`config.mk`:
```
export PLATFORM = sky130hd
export DESIGN_NAME = pcg32_generator_with_seeding
export DESIGN_NICKNAME = d
export VERILOG_FILES = /design/src/design/pcg32_pkg.sv /design/src/design/pcg32_generator_with_seeding.sv
export SDC_FILE = /design/constraint.sdc
export NUM_CORES = 2
export LEC_CHECK = 0
export BUFFER_PORTS_ARGS = -buffer_cell sky130_fd_sc_hd__buf_2
export CAP_MARGIN = 10
export CORE_MARGIN = 5
export CORE_UTILIZATION = 50
export CTS_BUF_LIST = sky130_fd_sc_hd__clkbuf_4 sky130_fd_sc_hd__clkbuf_8
export CTS_CLUSTER_DIAMETER = 50
export CTS_CLUSTER_SIZE = 40
export DETAILED_ROUTE_END_ITERATION = 6
export PLACE_DENSITY = 0.69
export SETUP_SLACK_MARGIN = 0.05
export SLEW_MARGIN = 5
export SYNTH_ARGS = -nofsm -noshare
export SYNTH_HDL_FRONTEND = slang
export SYNTH_SLANG_ARGS = --single-unit
```
`constraint.sdc`:
```
create_clock -name clk_i -period 8.9 [get_ports clk_i]
set_clock_uncertainty 0.05 [all_clocks]
set_input_delay 0 -clock clk_i [delete_from_list [all_inputs] [get_ports clk_i]]
set_output_delay 0 -clock clk_i [all_outputs]
set_load 0.05 [all_outputs]
```
`src/design/pcg32_pkg.sv`:
```
package pcg32_pkg;

  // Request kinds carried in tuser
  typedef enum logic [1:0] {
    MODE_NEXT   = 2'd0,
    MODE_DIRECT = 2'd1,
    MODE_HASH   = 2'd2,
    MODE_IGNORE = 2'd3
  } mode_e;

  typedef enum logic [0:0] {
    SQ_IDLE,
    SQ_RUN
  } sq_state_e;

  // Partial product issued to the 32x32 multiplier
  typedef enum logic [1:0] {
    PP_NONE,
    PP_LL,
    PP_LH,
    PP_HL
  } pp_e;

  // Multiplier constant
  typedef enum logic [1:0] {
    K_LCG,
    K_MIXA,
    K_MIXB
  } kon_e;

  typedef enum logic [1:0] {
    ACC_NONE,
    ACC_LOAD,
    ACC_ADDHI
  } acc_e;

  // Work register update
  typedef enum logic [2:0] {
    Z_HOLD,
    Z_SEED_A,
    Z_XS30,
    Z_ACC_XS27,
    Z_ACC_XS31
  } zop_e;

  // Architectural write-back
  typedef enum logic [1:0] {
    WR_NONE,
    WR_LCG_EMIT,
    WR_SPLIT
  } wr_e;

  typedef enum logic [1:0] {
    JMP_NEXT,
    JMP_END,
    JMP_LOOP
  } jmp_e;

  typedef struct packed {
    pp_e  pp;
    kon_e kon;
    acc_e acc;
    zop_e zop;
    wr_e  wr;
    jmp_e jmp;
  } uword_t;

  localparam int unsigned PcW = 5;

  localparam logic [PcW-1:0] HashEntry = 5'd0;
  localparam logic [PcW-1:0] HashLoop  = 5'd1;
  localparam logic [PcW-1:0] NextEntry = 5'd13;
  localparam logic [PcW-1:0] PgmLen    = 5'd18;

  localparam logic [63:0] LcgMult     = 64'h5851_f42d_4c95_7f2d;
  localparam logic [63:0] GoldenGamma = 64'h9e37_79b9_7f4a_7c15;
  localparam logic [63:0] IncOffset   = 64'h5851_f42d_4c95_7f2d;
  localparam logic [63:0] MixMulA     = 64'hbf58_476d_1ce4_e5b9;
  localparam logic [63:0] MixMulB     = 64'h94d0_49bb_1331_11eb;
  localparam logic [63:0] StateReset  = 64'h853c_49e6_748f_ea9b;
  localparam logic [63:0] IncReset    = 64'hda3e_39cb_94b9_5bdb;

  // Control store: hashed seeding from step 0, next number from step 13
  function automatic uword_t ucode(logic [PcW-1:0] addr);
    uword_t w;
    w = '{pp: PP_NONE, kon: K_LCG, acc: ACC_NONE, zop: Z_HOLD, wr: WR_NONE, jmp: JMP_NEXT};
    case (addr)
      5'd0:  w.zop = Z_SEED_A;
      5'd1:  w.zop = Z_XS30;
      5'd2:  begin w.pp = PP_LL; w.kon = K_MIXA; end
      5'd3:  begin w.pp = PP_LH; w.kon = K_MIXA; w.acc = ACC_LOAD; end
      5'd4:  begin w.pp = PP_HL; w.kon = K_MIXA; w.acc = ACC_ADDHI; end
      5'd5:  w.acc = ACC_ADDHI;
      5'd6:  w.zop = Z_ACC_XS27;
      5'd7:  begin w.pp = PP_LL; w.kon = K_MIXB; end
      5'd8:  begin w.pp = PP_LH; w.kon = K_MIXB; w.acc = ACC_LOAD; end
      5'd9:  begin w.pp = PP_HL; w.kon = K_MIXB; w.acc = ACC_ADDHI; end
      5'd10: w.acc = ACC_ADDHI;
      5'd11: w.zop = Z_ACC_XS31;
      5'd12: begin w.wr = WR_SPLIT; w.jmp = JMP_LOOP; end
      5'd13: w.pp = PP_LL;
      5'd14: begin w.pp = PP_LH; w.acc = ACC_LOAD; end
      5'd15: begin w.pp = PP_HL; w.acc = ACC_ADDHI; end
      5'd16: w.acc = ACC_ADDHI;
      5'd17: begin w.wr = WR_LCG_EMIT; w.jmp = JMP_END; end
      default: w.jmp = JMP_END;
    endcase
    return w;
  endfunction

endpackage

```
`src/design/pcg32_generator_with_seeding.sv`:
```
// Channel  Dir  Handshake                      Payload (lowest bit up)
// s_axis   in   s_axis_tvalid/s_axis_tready    tuser: mode[1:0];
//                                              tdata: seed_value[63:0], increment_arg[127:64]
// m_axis   out  m_axis_tvalid/m_axis_tready    tdata: random_value[31:0]
//
// A next request is accepted and then runs a 5-step microprogram that does the
// 64x64 LCG multiply as three 32x32 partial products through the one multiplier.
// A hashed seed runs two finaliser passes, two multiplies each; a direct seed or
// mode three completes in the accepting cycle.
// Reset loads the generator's default state and increment, no clearing pass.
// A result waits in the output register; the next request is taken meanwhile, and
// the program holds at its last step only while an earlier result is still unread.
module pcg32_generator_with_seeding (
  input  logic         clk_i,
  input  logic         rst_ni,
  input  logic         s_axis_tvalid,
  output logic         s_axis_tready,
  input  logic [127:0] s_axis_tdata,   // seed_value[63:0], increment_arg[127:64]
  input  logic [1:0]   s_axis_tuser,   // mode[1:0]
  output logic         m_axis_tvalid,
  input  logic         m_axis_tready,
  output logic [31:0]  m_axis_tdata    // random_value[31:0]
);

  pcg32_pkg::sq_state_e           sq_q, sq_d;
  logic [pcg32_pkg::PcW-1:0]      pc_q, pc_d;
  logic                           pass_q, pass_d;
  logic [63:0]                    state_q, state_d;
  logic [63:0]                    inc_q, inc_d;
  logic [63:0]                    z_q, z_d;       // work register, multiplicand
  logic [63:0]                    seed_q, seed_d;
  logic [63:0]                    acc_q, acc_d;
  logic [63:0]                    prod_q, prod_d;
  logic                           out_valid_q, out_valid_d;
  logic [31:0]                    out_q, out_d;

  pcg32_pkg::uword_t              uw;
  pcg32_pkg::mode_e               mode;
  logic [63:0]                    konst;
  logic [31:0]                    mul_a, mul_b;
  logic [31:0]                    xs;
  logic [63:0]                    xs_dup;
  logic [63:0]                    rot_wide;
  logic                           accept;
  logic                           hold;

  assign uw     = pcg32_pkg::ucode(pc_q);
  assign mode   = pcg32_pkg::mode_e'(s_axis_tuser);
  assign accept = s_axis_tvalid && s_axis_tready;

  assign s_axis_tready = (sq_q == pcg32_pkg::SQ_IDLE);
  assign m_axis_tvalid = out_valid_q;
  assign m_axis_tdata  = out_q;

  // Stall the emitting step while the previous result is still unread
  assign hold = (sq_q == pcg32_pkg::SQ_RUN) && (uw.wr == pcg32_pkg::WR_LCG_EMIT)
                && out_valid_q && !m_axis_tready;

  // Multiplier constant and operand halves
  always_comb begin
    case (uw.kon)
      pcg32_pkg::K_LCG:  konst = pcg32_pkg::LcgMult;
      pcg32_pkg::K_MIXA: konst = pcg32_pkg::MixMulA;
      pcg32_pkg::K_MIXB: konst = pcg32_pkg::MixMulB;
      default:           konst = pcg32_pkg::LcgMult;
    endcase
  end

  assign mul_a  = (uw.pp == pcg32_pkg::PP_HL) ? z_q[63:32] : z_q[31:0];
  assign mul_b  = (uw.pp == pcg32_pkg::PP_LH) ? konst[63:32] : konst[31:0];
  assign prod_d = {32'd0, mul_a} * {32'd0, mul_b};

  // XSH-RR permutation of the old state, held in z during a next request
  assign xs       = 32'(((z_q >> 18) ^ z_q) >> 27);
  assign xs_dup   = {xs, xs};
  assign rot_wide = xs_dup >> z_q[63:59];

  always_comb begin
    sq_d        = sq_q;
    pc_d        = pc_q;
    pass_d      = pass_q;
    state_d     = state_q;
    inc_d       = inc_q;
    z_d         = z_q;
    seed_d      = seed_q;
    acc_d       = acc_q;
    out_d       = out_q;
    out_valid_d = out_valid_q && !m_axis_tready;

    case (sq_q)
      pcg32_pkg::SQ_IDLE: begin
        if (accept) begin
          case (mode)
            pcg32_pkg::MODE_NEXT: begin
              z_d  = state_q;
              pc_d = pcg32_pkg::NextEntry;
              sq_d = pcg32_pkg::SQ_RUN;
            end
            pcg32_pkg::MODE_DIRECT: begin
              state_d = s_axis_tdata[63:0];
              inc_d   = {s_axis_tdata[126:64], 1'b1};
            end
            pcg32_pkg::MODE_HASH: begin
              seed_d = s_axis_tdata[63:0];
              pass_d = 1'b0;
              pc_d   = pcg32_pkg::HashEntry;
              sq_d   = pcg32_pkg::SQ_RUN;
            end
            default: ;  // drop mode three
          endcase
        end
      end
      pcg32_pkg::SQ_RUN: begin
        if (!hold) begin
          case (uw.acc)
            pcg32_pkg::ACC_LOAD:  acc_d = prod_q;
            pcg32_pkg::ACC_ADDHI: acc_d = {acc_q[63:32] + prod_q[31:0], acc_q[31:0]};
            default: ;
          endcase

          case (uw.zop)
            pcg32_pkg::Z_SEED_A:   z_d = seed_q + pcg32_pkg::GoldenGamma;
            pcg32_pkg::Z_XS30:     z_d = z_q ^ (z_q >> 30);
            pcg32_pkg::Z_ACC_XS27: z_d = acc_q ^ (acc_q >> 27);
            pcg32_pkg::Z_ACC_XS31: z_d = acc_q ^ (acc_q >> 31);
            default: ;
          endcase

          pc_d = pc_q + 1'b1;
          case (uw.wr)
            pcg32_pkg::WR_LCG_EMIT: begin
              state_d     = acc_q + inc_q;
              out_d       = rot_wide[31:0];
              out_valid_d = 1'b1;
            end
            pcg32_pkg::WR_SPLIT: begin
              // first pass yields the state, second the increment
              if (!pass_q) begin
                state_d = z_q;
                z_d     = seed_q + pcg32_pkg::IncOffset;
                pass_d  = 1'b1;
              end else begin
                inc_d = z_q | 64'd1;
              end
            end
            default: ;
          endcase

          case (uw.jmp)
            pcg32_pkg::JMP_END: sq_d = pcg32_pkg::SQ_IDLE;
            pcg32_pkg::JMP_LOOP: begin
              if (!pass_q) begin
                pc_d = pcg32_pkg::HashLoop;
              end else begin
                sq_d = pcg32_pkg::SQ_IDLE;
              end
            end
            default: ;
          endcase
        end
      end
      default: sq_d = pcg32_pkg::SQ_IDLE;
    endcase
  end

  always_ff @(posedge clk_i or negedge rst_ni) begin
    if (!rst_ni) begin
      sq_q        <= pcg32_pkg::SQ_IDLE;
      pc_q        <= '0;
      pass_q      <= 1'b0;
      out_valid_q <= 1'b0;
      state_q     <= pcg32_pkg::StateReset;
      inc_q       <= pcg32_pkg::IncReset;
    end else begin
      sq_q        <= sq_d;
      pc_q        <= pc_d;
      pass_q      <= pass_d;
      out_valid_q <= out_valid_d;
      state_q     <= state_d;
      inc_q       <= inc_d;
    end
  end

  // Datapath payload, no reset needed
  always_ff @(posedge clk_i) begin
    z_q    <= z_d;
    seed_q <= seed_d;
    acc_q  <= acc_d;
    out_q  <= out_d;
    if (uw.pp != pcg32_pkg::PP_NONE) begin
      prod_q <= prod_d;
    end
  end

  // Increment stays odd whatever was seeded
  a_inc_odd: assert property (@(posedge clk_i) disable iff (!rst_ni) inc_q[0])
    else $error("stream increment lost its low bit");

  // Program counter stays inside the control store while running
  a_pc_range: assert property (@(posedge clk_i) disable iff (!rst_ni)
    (sq_q == pcg32_pkg::SQ_RUN) |-> (pc_q < pcg32_pkg::PgmLen))
    else $error("sequencer ran off the control store");

  // A next request starts the LCG program
  a_next_start: assert property (@(posedge clk_i) disable iff (!rst_ni)
    (accept && s_axis_tuser == pcg32_pkg::MODE_NEXT)
      |=> (sq_q == pcg32_pkg::SQ_RUN && pc_q == pcg32_pkg::NextEntry))
    else $error("next request did not enter its program");

  // The emitting step always leaves a result on the output
  a_emit: assert property (@(posedge clk_i) disable iff (!rst_ni)
    (sq_q == pcg32_pkg::SQ_RUN && uw.wr == pcg32_pkg::WR_LCG_EMIT && !hold)
      |=> m_axis_tvalid)
    else $error("emit step produced no result");

endmodule
```
==> flow_metrics.env <==
export IMPL_wl_mm=259
export IMPL_synth_fa_ha_area_frac=0.364
export IMPL_max_freq_mhz=106
export IMPL_finalCritPeriodShare=1.06
export IMPL_layout_common_cells="inv_1, fa_1, buf_4, nand2_1, nor2_1"
export IMPL_grt_setup_unrepaired="yes"
export IMPL_antenna_found_initial=11
export IMPL_core_um2=122000
export IMPL_violations="design-rule violations, negative setup slack"
export IMPL_maxSlewHeadroom=0.232
export IMPL_tritoncts="built"
export IMPL_syn_area_um2=61200
export IMPL_grt_max_degree=81
export IMPL_grt_ovfl_total=0
export IMPL_clock_sinks=423
export IMPL_dieArea_um2=130000
export IMPL_period_needed_ns=9.43
export IMPL_max_stage_delay_ns=0.56
export IMPL_whs_ns=0.0250
export IMPL_hold_path_depth=4
export IMPL_start_util=0.503
export IMPL_synth_compound_area_frac=0.146
export IMPL_postSynthAreaPerCell_um2=8.92
export IMPL_cp_end_kind="flop"
export IMPL_setup_slack_ns=-0.525
export IMPL_yosys_most_used_dff="edfxtp_1"
export IMPL_finalHoldViolCount=0
export IMPL_grt_pass1_wl_mm=376
export IMPL_clockBufferDepth=3
export IMPL_crit_required_ns=9.39
export IMPL_layout_commonest_cell="inv_1"
export IMPL_postRouteAntennaNets=0
export IMPL_port_buffers=166
export IMPL_slowest_stage="fa_1"
export IMPL_firstDrtPassIters=7
export IMPL_worstHoldStart="s_axis_tdata[30]"
export IMPL_cts_clk_slew_worst_paths_ns=0.14
export IMPL_routed_via_density=6.01
export IMPL_synth_cell_type_count=99
export IMPL_hold_path_class="in -> reg"
export IMPL_wl_per_cell_um=27.5
export IMPL_vias=56600
export IMPL_dp_hpwl_mm=210
export IMPL_muxShareOfSynthArea=0.0353
export IMPL_r2r_end="prod_q[56]$_DFFE_PP_"
export IMPL_grt_pass1_vias=56800
export IMPL_setup_violations=32
export IMPL_drc=14
export IMPL_reg2regPathDepth=37
export IMPL_arrival_ns=9.91
export IMPL_cap_violations=0
export IMPL_ys_ff_latch=423
export IMPL_yosysWarnings=0
export IMPL_synth_fp_nets=8261
export IMPL_ios=168
export IMPL_gp_congestion=1.07
export IMPL_die_width_um=360
export IMPL_synth_xor_xnor_area_share=0.0329
export IMPL_critical_path_class="reg -> reg"
export IMPL_grtUsageTotal=0.388
export IMPL_cts_root_buf="clkbuf_8"
export IMPL_drive_gt1_frac=0.210
export IMPL_area_growth_pct=21.8
export IMPL_finish_net_count=9154
export IMPL_clock_latency_ns=0.74
export IMPL_first_iter_violations=7161
export IMPL_ys_seq_area_frac=0.198
export IMPL_placement_rows=128
export IMPL_cts_buffers=40
export IMPL_startpoint_type="flop"
export IMPL_worst_pin_slew_ns=1.12
export IMPL_synthSimpleGateAreaFrac=0.133
export IMPL_hold_path_endpoint="state_q[30]$_DFFE_PN1P_"
export IMPL_status="finished, violations left"
export IMPL_synth_top_family_by_area="adder cells"
export IMPL_cp_max_fo=8
export IMPL_cts_htree_levels=2
export IMPL_crit_top_cell="fa_1"
export IMPL_synthArstFlopShare=0.319
export IMPL_synth_cells=6864
export IMPL_drv_slew=0
export IMPL_synth_edff_count=288
export IMPL_rrSetupSlack_ns=-0.53
export IMPL_reg2reg_from="pc_q[0]$_DFFE_PN0P_"
export IMPL_dieHeight_um=360
==> layer usage <==
metal  routed length [µm]  global-route usage  vias up
li1                     -                   -    24500
met1                95900               0.499    27900
met2               117000               0.621     3453
met3                27000              0.0790      782
met4                18700               0.211       12
met5                   69                   0        -
==> synth_stat cells (38+ instances only) <==
| library cell | n | area (µm²) |
|---|---|---|
| nor2b_1 | 55 | 344 |
| buf_1 | 45 | 169 |
| nand2b_1 | 51 | 319 |
| o21bai_1 | 42 | 315 |
| a21oi_1 | 323 | 1620 |
| a21o_1 | 84 | 631 |
| dfrtp_1 | 64 | 1600 |
| a31oi_1 | 56 | 350 |
| dfstp_2 | 71 | 1870 |
| nor3_1 | 99 | 495 |
| nor2_1 | 664 | 2490 |
| a211oi_1 | 42 | 315 |
| o221ai_1 | 38 | 333 |
| and3_1 | 38 | 238 |
| o21ai_1 | 46 | 230 |
| clkbuf_1 | 326 | 1220 |
| nand3_1 | 63 | 315 |
| edfxtp_1 | 288 | 8650 |
| and2_1 | 69 | 432 |
| a221oi_1 | 52 | 455 |
| xor2_1 | 77 | 674 |
| fa_1 | 862 | 17300 |
| o21ai_0 | 368 | 1840 |
| xnor2_1 | 153 | 1340 |
| mux2_2 | 58 | 653 |
| nand2_1 | 728 | 2730 |
| inv_1 | 1061 | 3980 |
| ha_1 | 401 | 5020 |
| mux2i_1 | 144 | 1440 |
| o211ai_1 | 65 | 488 |
==> what timing repair did <==
action | 4_1_cts | 5_1_grt
endpoints found under the hold margin | 285 | 0
hold buffers | 194 | 0
pin swaps | 36 | 136
resized for setup | 122 | 301
setup buffers | 23 | 54
setup endpoints to repair | 36 | 45
==> per-stage QoR <==
step	util	cell area (µm²)	cells	setup WS (ns)	setup TNS [ns]
3_5_place_dp	0.570	69400	9068	-0.723	-14.73
6_report	0.613	74600	9417	-0.525	-9.16
5_1_grt	0.612	74500	9414	-0.712	-16.81
3_3_place_gp	0.570	69400	9068	-0.666	-12.38
4_1_cts	0.600	73000	9358	-0.377	-5.73
2_1_floorplan	-	61800	6864	0.0517	0
==> worst max-delay path, delay by kind of cell (launching register included) <==
kind / cells / cell delay [ns]
AO/OA/AOI/OAI: 11 / 2.31
adder cells (fa/ha/maj): 10 / 4.44
buffers and inverters: 10 / 1.13
flip-flops: 1 / 0.49
multiplexers: 1 / 0.18
AND/OR/NAND/NOR: 5 / 0.68
==> state kept, by name (all words and copies together) (netlist names) <==
| name | flops |
|---|---|
| acc_q | 64 |
| inc_q | 63 |
| m_axis_tdata | 32 |
| m_axis_tvalid | 1 |
| pass_q | 1 |
| pc_q | 5 |
| prod_q | 64 |
| seed_q | 64 |
| sq_q | 1 |
| state_q | 64 |
| z_q | 64 |
==> cell type report <==
| class | count | area, µm² |
|---|---|---|
| clock buffer | 43 | 573 |
| sequential | 423 | 12100 |
| clock inverter | 30 | 463 |
| inverter | 1081 | 4130 |
| fill | 10500 | 47200 |
| timing repair buffer | 1239 | 10000 |
| tap | 1625 | 2030 |
| multi-input combinational | 4972 | 45200 |
| antenna | 4 | 10.0 |
==> cells by family after synthesis <==
| group | Yosys count |
|---|---|
| AND/OR/NAND/NOR | 1885 |
| AO/OA/AOI/OAI | 1389 |
| XOR/XNOR | 230 |
| adder cells (fa/ha/maj) | 1263 |
| multiplexers | 205 |
| buffers and inverters | 1469 |
| flip-flops | 423 |
==> worst max path at each step <==
stage                              startpoint              endpoint  cells past startpoint
after detailed placement  pc_q[0]$_DFFE_PN0P_  prod_q[56]$_DFFE_PP_                     39
after global routing      pc_q[0]$_DFFE_PN0P_  prod_q[62]$_DFFE_PP_                     38
after CTS                 pc_q[0]$_DFFE_PN0P_  prod_q[56]$_DFFE_PP_                     40
after floorplan           pc_q[2]$_DFFE_PN0P_  prod_q[56]$_DFFE_PP_                     36
final                     pc_q[0]$_DFFE_PN0P_  prod_q[56]$_DFFE_PP_                     37
after global placement    pc_q[0]$_DFFE_PN0P_  prod_q[56]$_DFFE_PP_                     39
Power is not shown: default switching activity piles up to over one toggle a cycle in this logic, so the estimate is an artifact.
